--- src/design/fwmb_pkg.sv ---
// Shared constants, types and a helper function of the midframe blend block.
package fwmb_pkg;

  localparam int unsigned MAX_WIDTH  = 256;
  localparam int unsigned MAX_HEIGHT = 256;
  localparam int unsigned COL_W      = $clog2(MAX_WIDTH);
  localparam int unsigned ROW_W      = $clog2(MAX_HEIGHT);
  localparam int unsigned ADDR_W     = COL_W + ROW_W;
  localparam int unsigned DEPTH      = MAX_WIDTH * MAX_HEIGHT;
  localparam int unsigned PIX_W      = 24;
  localparam int unsigned FRAC       = 5;     // flow fraction bits plus one
  localparam int unsigned COORD_W    = 19;
  localparam int unsigned WGT_W      = 2 * FRAC + 1;
  localparam int unsigned ACC_W      = 18;
  localparam int unsigned DIM_W      = 9;

  typedef enum logic [1:0] {
    FUNC_LOAD0  = 2'd0,
    FUNC_LOAD1  = 2'd1,
    FUNC_INTERP = 2'd2,
    FUNC_NONE   = 2'd3
  } func_e;

  typedef enum logic [1:0] {
    CFG_WIDTH  = 2'd0,
    CFG_HEIGHT = 2'd1,
    CFG_MODE   = 2'd2,
    CFG_NONE   = 2'd3
  } cfg_idx_e;

  typedef enum logic [1:0] {
    SRC_BOTH  = 2'd0,
    SRC_F0    = 2'd1,
    SRC_F1    = 2'd2,
    SRC_COLOC = 2'd3
  } src_e;

  typedef enum logic [2:0] {
    ST_IDLE,
    ST_CALC,
    ST_READ,
    ST_FIN,
    ST_PUSH
  } state_e;

  localparam logic [2:0] RD_COLOC = 3'd4;

  typedef struct packed {
    logic       take;
    logic       calc;
    logic       rd;
    logic [2:0] rd_idx;
    logic       acc;
    logic       col_cap;
    logic       push;
  } ctl_cmd_t;

  typedef struct packed {
    logic start;
    logic out_busy;
  } dp_sts_t;

  // Bilinear weight of neighbor idx (bit 0 right column, bit 1 lower row).
  function automatic logic [WGT_W-1:0] nb_weight(input logic [1:0] idx,
                                                 input logic [FRAC-1:0] dx,
                                                 input logic [FRAC-1:0] dy);
    logic [FRAC:0] wx;
    logic [FRAC:0] wy;
    wx = idx[0] ? {1'b0, dx} : ((FRAC+1)'(1) << FRAC) - {1'b0, dx};
    wy = idx[1] ? {1'b0, dy} : ((FRAC+1)'(1) << FRAC) - {1'b0, dy};
    return WGT_W'({{(WGT_W-FRAC-1){1'b0}}, wx} * {{(WGT_W-FRAC-1){1'b0}}, wy});
  endfunction

endpackage

--- src/design/fwmb_ctrl.sv ---
// Sequencer: accept, coordinate setup, five store reads, finish and push.
module fwmb_ctrl (
  input  logic               clk_i,
  input  logic               rst_ni,
  input  fwmb_pkg::dp_sts_t  sts_i,
  output fwmb_pkg::ctl_cmd_t cmd_o
);
  import fwmb_pkg::*;

  state_e     state_q, state_d;
  logic [2:0] cnt_q, cnt_d;

  always_ff @(posedge clk_i or negedge rst_ni) begin
    if (!rst_ni) begin
      state_q <= ST_IDLE;
      cnt_q   <= '0;
    end else begin
      state_q <= state_d;
      cnt_q   <= cnt_d;
    end
  end

  always_comb begin
    state_d = state_q;
    cnt_d   = cnt_q;
    case (state_q)
      ST_IDLE: begin
        if (sts_i.start) state_d = ST_CALC;
      end
      ST_CALC: begin
        state_d = ST_READ;
        cnt_d   = '0;
      end
      ST_READ: begin
        if (cnt_q == RD_COLOC) state_d = ST_FIN;
        else cnt_d = cnt_q + 3'd1;
      end
      ST_FIN:  state_d = ST_PUSH;
      ST_PUSH: begin
        if (!sts_i.out_busy) state_d = ST_IDLE;
      end
      default: state_d = ST_IDLE;
    endcase
  end

  always_comb begin
    cmd_o = '0;
    cmd_o.rd_idx = cnt_q;
    case (state_q)
      ST_IDLE: cmd_o.take = 1'b1;
      ST_CALC: cmd_o.calc = 1'b1;
      ST_READ: begin
        cmd_o.rd  = 1'b1;
        cmd_o.acc = (cnt_q != 3'd0);
      end
      ST_FIN:  cmd_o.col_cap = 1'b1;
      ST_PUSH: cmd_o.push = !sts_i.out_busy;
      default: cmd_o = '0;
    endcase
  end
endmodule

--- config.mk ---
export PLATFORM = sky130hd
export DESIGN_NAME = fwmb_ctrl
export DESIGN_NICKNAME = d
export VERILOG_FILES = /design/src/design/fwmb_pkg.sv /design/src/design/fwmb_ctrl.sv
export SDC_FILE = /design/constraint.sdc
export NUM_CORES = 1
export LEC_CHECK = 0
export BUFFER_PORTS_ARGS = -buffer_cell sky130_fd_sc_hd__buf_4
export CAP_MARGIN = 20
export CORE_AREA = 2 2 39 41
export CTS_CLUSTER_DIAMETER = 100
export DETAILED_ROUTE_END_ITERATION = 16
export DIE_AREA = 0 0 41 43
export GPL_ROUTABILITY_DRIVEN = 0
export GPL_TIMING_DRIVEN = 0
export SLEW_MARGIN = 0
export SYNTH_ARGS = -nofsm -noshare
export SYNTH_HDL_FRONTEND = slang
export SYNTH_SLANG_ARGS = --single-unit
--- constraint.sdc ---
create_clock -name clk_i -period 1.3 [get_ports clk_i]
set_input_delay 0.065 -clock clk_i [delete_from_list [all_inputs] [get_ports clk_i]]
set_output_delay 0.065 -clock clk_i [all_outputs]
set_load 0.1 [all_outputs]
== After elaboration in Yosys (flattened, before gate mapping) ==
Cells that the tools add are included.
W data, S select, Z words.

* Flip-flop bits (word level): 6
* Bits of input ports: 4
* Output and inout bits: 9
* Word-level logic and storage cells: 32

* Add/sub/neg operators: 1
* Equality and inequality tests: 9
* Muxes and demuxes: 13
* Reductions and logical operators: 7

{| class="wikitable"
|+ Operator list
! kind !! number
|-
| $mux W3 || 5
|-
| $pmux W3 S5 || 1
|-
| $ne A2 B2 Y1 const B || 4
|-
| $eq A3 B2 Y1 const B || 2
|-
| $eq A3 B3 Y1 const B || 2
|-
| $mux W1 || 6
|-
| $pmux W3 S2 || 1
|-
| $reduce_or A5 Y1 || 1
|-
| $add A3 B1 Y3 const B || 1
|-
| $eq A3 B1 Y1 const B || 1
|-
| $logic_not A3 Y1 || 1
|-
| $reduce_and A3 Y1 || 1
|-
| $reduce_bool A3 Y1 || 1
|-
| $reduce_and A2 Y1 || 1
|-
| $reduce_bool A2 Y1 || 1
|-
| $logic_not A1 Y1 || 1
|}

== Logic depth before layout (Yosys ltp) ==
* Depth in word-level cells: 3
* Depth in mapped cells: 4
* Gate-level depth less buffers: 4

== Least setup slack after synthesis ==
Ideal clock, no wire load.

* Kind: register to output
* Start point: reg state_q[2]
* End point: out cmd_o[8] (netlist name)
* Arrival time: 2.501 ns
* Required time: 1.235 ns
* Setup slack: -1.266 ns
* Cell stages (with the launch flop): 2
* Buffers on the path: 0
* Cells stage by stage: dfrtp_1 -> nor3_1

{| class="wikitable"
|+ RTL lines
! item !! line !! text
|-
| from (decl) || fwmb_ctrl.sv:10 || <nowiki>state_e state_q, state_d;</nowiki>
|-
| from (signal assigned) || fwmb_ctrl.sv:18 || <nowiki>state_q <= state_d;</nowiki>
|-
| to (decl) || fwmb_ctrl.sv:6 || <nowiki>output fwmb_pkg::ctl_cmd_t cmd_o</nowiki>
|}

==> run_summary.xml <==
<?xml version="1.0" encoding="UTF-8"?>
<metrics>
  <group name="floorplanning">
    <metric name="dieWidth" unit="um">41</metric>
    <metric name="top_level_ports" unit="">13</metric>
    <metric name="chipHeight" unit="um">43</metric>
    <metric name="placement_rows" unit="">14</metric>
    <metric name="die-area" unit="mm^2">0.00176</metric>
    <metric name="initial_utilization" unit="%">26.9</metric>
    <metric name="placeableCoreArea" unit="mm^2">0.00138</metric>
  </group>
  <group name="timing">
    <metric name="max_slew.worst_pin.slew" unit="ps">274</metric>
    <metric name="fmax" unit="GHz">0.663</metric>
    <metric name="finalHoldViolations" unit="">0</metric>
    <metric name="number_of_endpoints_failing_setup_at_the_final_stage" unit="">12</metric>
    <metric name="clock_tree_skew_after_final_layout" unit="ps">7.40</metric>
    <metric name="rsz0062_at_grt" unit="">true</metric>
    <metric name="final.period_utilization" unit="%">116</metric>
    <metric name="slew_violations" unit="">0</metric>
    <metric name="worst_slew_margin_rel" unit="%">81.7</metric>
    <metric name="post-route-min-period" unit="ps">1510</metric>
    <metric name="post_route_worst_setup_slack" unit="ps">-207</metric>
  </group>
  <group name="critical_path">
    <metric name="reg2regPathDepth" unit="">4</metric>
    <metric name="startpoint_type" unit="">flop</metric>
    <metric name="setup.worst_path.end_class" unit="">primary output</metric>
    <metric name="r2r_setup_slack" unit="ps">-160</metric>
    <metric name="startpoint" unit="">state_q[2]</metric>
    <metric name="cpPeakStageDelay" unit="ps">440</metric>
    <metric name="worstReg2RegStart" unit="">state_q[2]</metric>
    <metric name="crit-reg2reg-capture" unit="">cnt_q[1]</metric>
    <metric name="critical_path_peak_fanout" unit="">3</metric>
    <metric name="worstSetupPathType" unit="">reg -&gt; out</metric>
    <metric name="worst_path_cell_chain" unit="">or3b_4, a21oi_4, buf_12</metric>
    <metric name="levels_on_crit_path" unit="">3</metric>
    <metric name="cpLargestDelayFamily" unit="">simple AND/OR/NAND/NOR gates</metric>
    <metric name="master_of_the_slowest_instance_on_the_critical_path" unit="">or3b_4</metric>
    <metric name="cp_data_arrival_time" unit="ps">1440</metric>
    <metric name="crit_required" unit="ps">1240</metric>
    <metric name="critPathBufInv" unit="">1</metric>
  </group>
  <group name="outcome">
    <metric name="status" unit="">complete, but fails checks</metric>
    <metric name="violations" unit="">negative setup slack</metric>
  </group>
  <group name="finish">
    <metric name="finalCoreUtilization" unit="%">61.5</metric>
    <metric name="design.final.nets" unit="">78</metric>
    <metric name="final_layout_size_suffix_gt1_share" unit="%">71.8</metric>
    <metric name="antenna-diode-count" unit="">0</metric>
    <metric name="area_growth_syn_to_layout" unit="%">128</metric>
    <metric name="finish.instance_area" unit="um^2">851</metric>
  </group>
  <group name="routing">
    <metric name="drt_pre_antenna_iters" unit="">4</metric>
    <metric name="vias" unit="">402</metric>
    <metric name="dr.first_iter.drc_count" unit="">3</metric>
    <metric name="mean_number_of_vias_per_cell" unit="">4.62</metric>
    <metric name="antenna_left" unit="">0</metric>
    <metric name="drcViolationCount" unit="">0</metric>
    <metric name="drt-wirelength-per-cell" unit="um">12.6</metric>
    <metric name="routed_wl" unit="um">1090</metric>
  </group>
  <group name="synth">
    <metric name="syn_area_per_cell" unit="um^2">9.32</metric>
    <metric name="synth_largest_area_cell" unit="">dfrtp_1</metric>
    <metric name="synth-seq-area-share" unit="%">40.3</metric>
    <metric name="postSynthCellCount" unit="">40</metric>
    <metric name="synth_top_cells_by_area" unit="">dfrtp_1 (40%), ha_1 (6.7%), inv_1 (6.0%)</metric>
    <metric name="netlist_area" unit="um^2">373</metric>
    <metric name="synth_enable_flop_cells" unit="">0</metric>
    <metric name="yosys.area.top_type_share" unit="%">40.3</metric>
    <metric name="asyncSetResetFlopFracSynth" unit="%">100</metric>
    <metric name="synth_top_flop_cell" unit="">dfrtp_1</metric>
    <metric name="ys_seq_elements" unit="">6</metric>
    <metric name="synth.distinct_cells" unit="">20</metric>
    <metric name="synth.cells.most_frequent" unit="">dfrtp_1 (6), inv_1 (6), nand2_1 (4)</metric>
    <metric name="post_synthesis_net_count" unit="">46</metric>
    <metric name="ys_warn_count" unit="">0</metric>
  </group>
  <group name="grt">
    <metric name="initial_antenna_violation_count" unit="">0</metric>
    <metric name="grt_pass1_vias" unit="">401</metric>
    <metric name="grt_max_degree" unit="">7</metric>
    <metric name="globalRoute.totalOverflow" unit="">0</metric>
    <metric name="grt_pass1_wl" unit="um">1610</metric>
    <metric name="grt.total_usage" unit="%">13.7</metric>
  </group>
  <group name="clock_tree">
    <metric name="clock_sinks" unit="">6</metric>
    <metric name="worst_setup_hold_path_clk_slew" unit="ps">50</metric>
    <metric name="htree_num_levels" unit="">1</metric>
    <metric name="cts_made_buffers" unit="">3</metric>
    <metric name="clock_path_buffers" unit="">2</metric>
    <metric name="clkLatencyLatePin" unit="ps">240</metric>
    <metric name="cts_root_buffer" unit="">clkbuf_4</metric>
    <metric name="cts_tree" unit="">built</metric>
  </group>
  <group name="place">
    <metric name="place.detailed.hpwl" unit="um">561</metric>
    <metric name="placed_cell_area" unit="um^2">536</metric>
    <metric name="place.port_buffers" unit="">12</metric>
    <metric name="dp_worst_setup_slack" unit="ps">-151</metric>
  </group>
  <group name="worst_hold_path">
    <metric name="worstHoldPathCells" unit="">2</metric>
    <metric name="hold_path.class" unit="">in -&gt; reg</metric>
    <metric name="holdCritStartpoint" unit="">sts_i[0]</metric>
    <metric name="worst_hold_path.endpoint" unit="">state_q[2]</metric>
  </group>
  <group name="run">
    <metric name="max-cap-violations" unit="">0</metric>
  </group>
</metrics>
==> cell usage in the layout (no fill, tap or decap), types with 2 or more instances in the layout <==
cell | Yosys | routed
buf_12 | 0 | 9
inv_1 | 6 | 4
and2_4 | 0 | 3
nor2_4 | 0 | 2
a21oi_4 | 1 | 2
or3b_4 | 0 | 2
dfrtp_1 | 6 | 3
mux2i_1 | 2 | 2
clkbuf_4 | 0 | 3
buf_4 | 0 | 9
clkinvlp_4 | 0 | 2
dfrtp_2 | 0 | 3
nand2_1 | 4 | 3
buf_6 | 0 | 9
==> metal layers <==
| metal | part of all wire (%) | global-route usage, % | vias up | wire, um |
|---|---|---|---|---|
| met2 | 55 | 21.3 | 13 | 598 |
| met1 | 40 | 16.2 | 194 | 441 |
| met4 | 0.92 | 10.0 | 0 | 10 |
| met5 | 0 | 0 | - | 0 |
| li1 | - | - | 193 | - |
| met3 | 3.8 | 1.57 | 2 | 42 |
==> through the flow <==
step / TNS (ps) / hold WS (ps) / instances
after floorplan: -418 / -231 / 40
after global placement: -578 / -127 / 68
after detailed placement: -593 / -128 / 68
after CTS: -1800 / 97.1 / 86
after global routing: -2320 / 113 / 87
final: -1690 / 110 / 87
==> state kept, by name, indices dropped and copies added, names as in the netlist <==
signal and count:
state_q 3, cnt_q 3
==> how the worst max path moves through the flow <==
stage | endpoint | slack [ps]
floorplan | cmd_o[2] | -260
global placement | cmd_o[2] | -160
detailed placement | cmd_o[2] | -150
CTS | cmd_o[2] | -280
global route | cmd_o[2] | -260
finish | cmd_o[2] | -210
==> worst reg2reg max path, stage by stage, from the launching register on <==
cell and delay (ps):
dfrtp_2 410, or3b_4 440, buf_4 180, a21oi_4 140, mux2i_1 210
==> kinds of logic after synthesis <==
group	Yosys count	share of synthesized area, %
AND/OR/NAND/NOR	15	23.5
AO/OA/AOI/OAI	7	14.4
buffers and inverters	7	7.38
flip-flops	6	40.3
multiplexers	2	5.37
adder cells (fa/ha/maj)	2	6.71
XOR/XNOR	1	2.35
==> final cells by class <==
class | count | area (um^2)
Inverter | 6 | 30.0
Sequential cell | 6 | 154
Clock buffer | 4 | 26.3
Fill cell | 102 | 533
Timing Repair Buffer | 28 | 359
Tap cell | 16 | 20.0
Multi-Input combinational cell | 27 | 262
==> timing repair <==
item	4_1_cts	5_1_grt
pin swaps	1	2
resized for setup	42	7
setup buffers	13	2
hold buffers	1	0
setup endpoints to repair	11	13
hold endpoints to repair	6	0
Power is not shown: default switching activity piles up to over one toggle a cycle in this logic, so the estimate is an artifact.
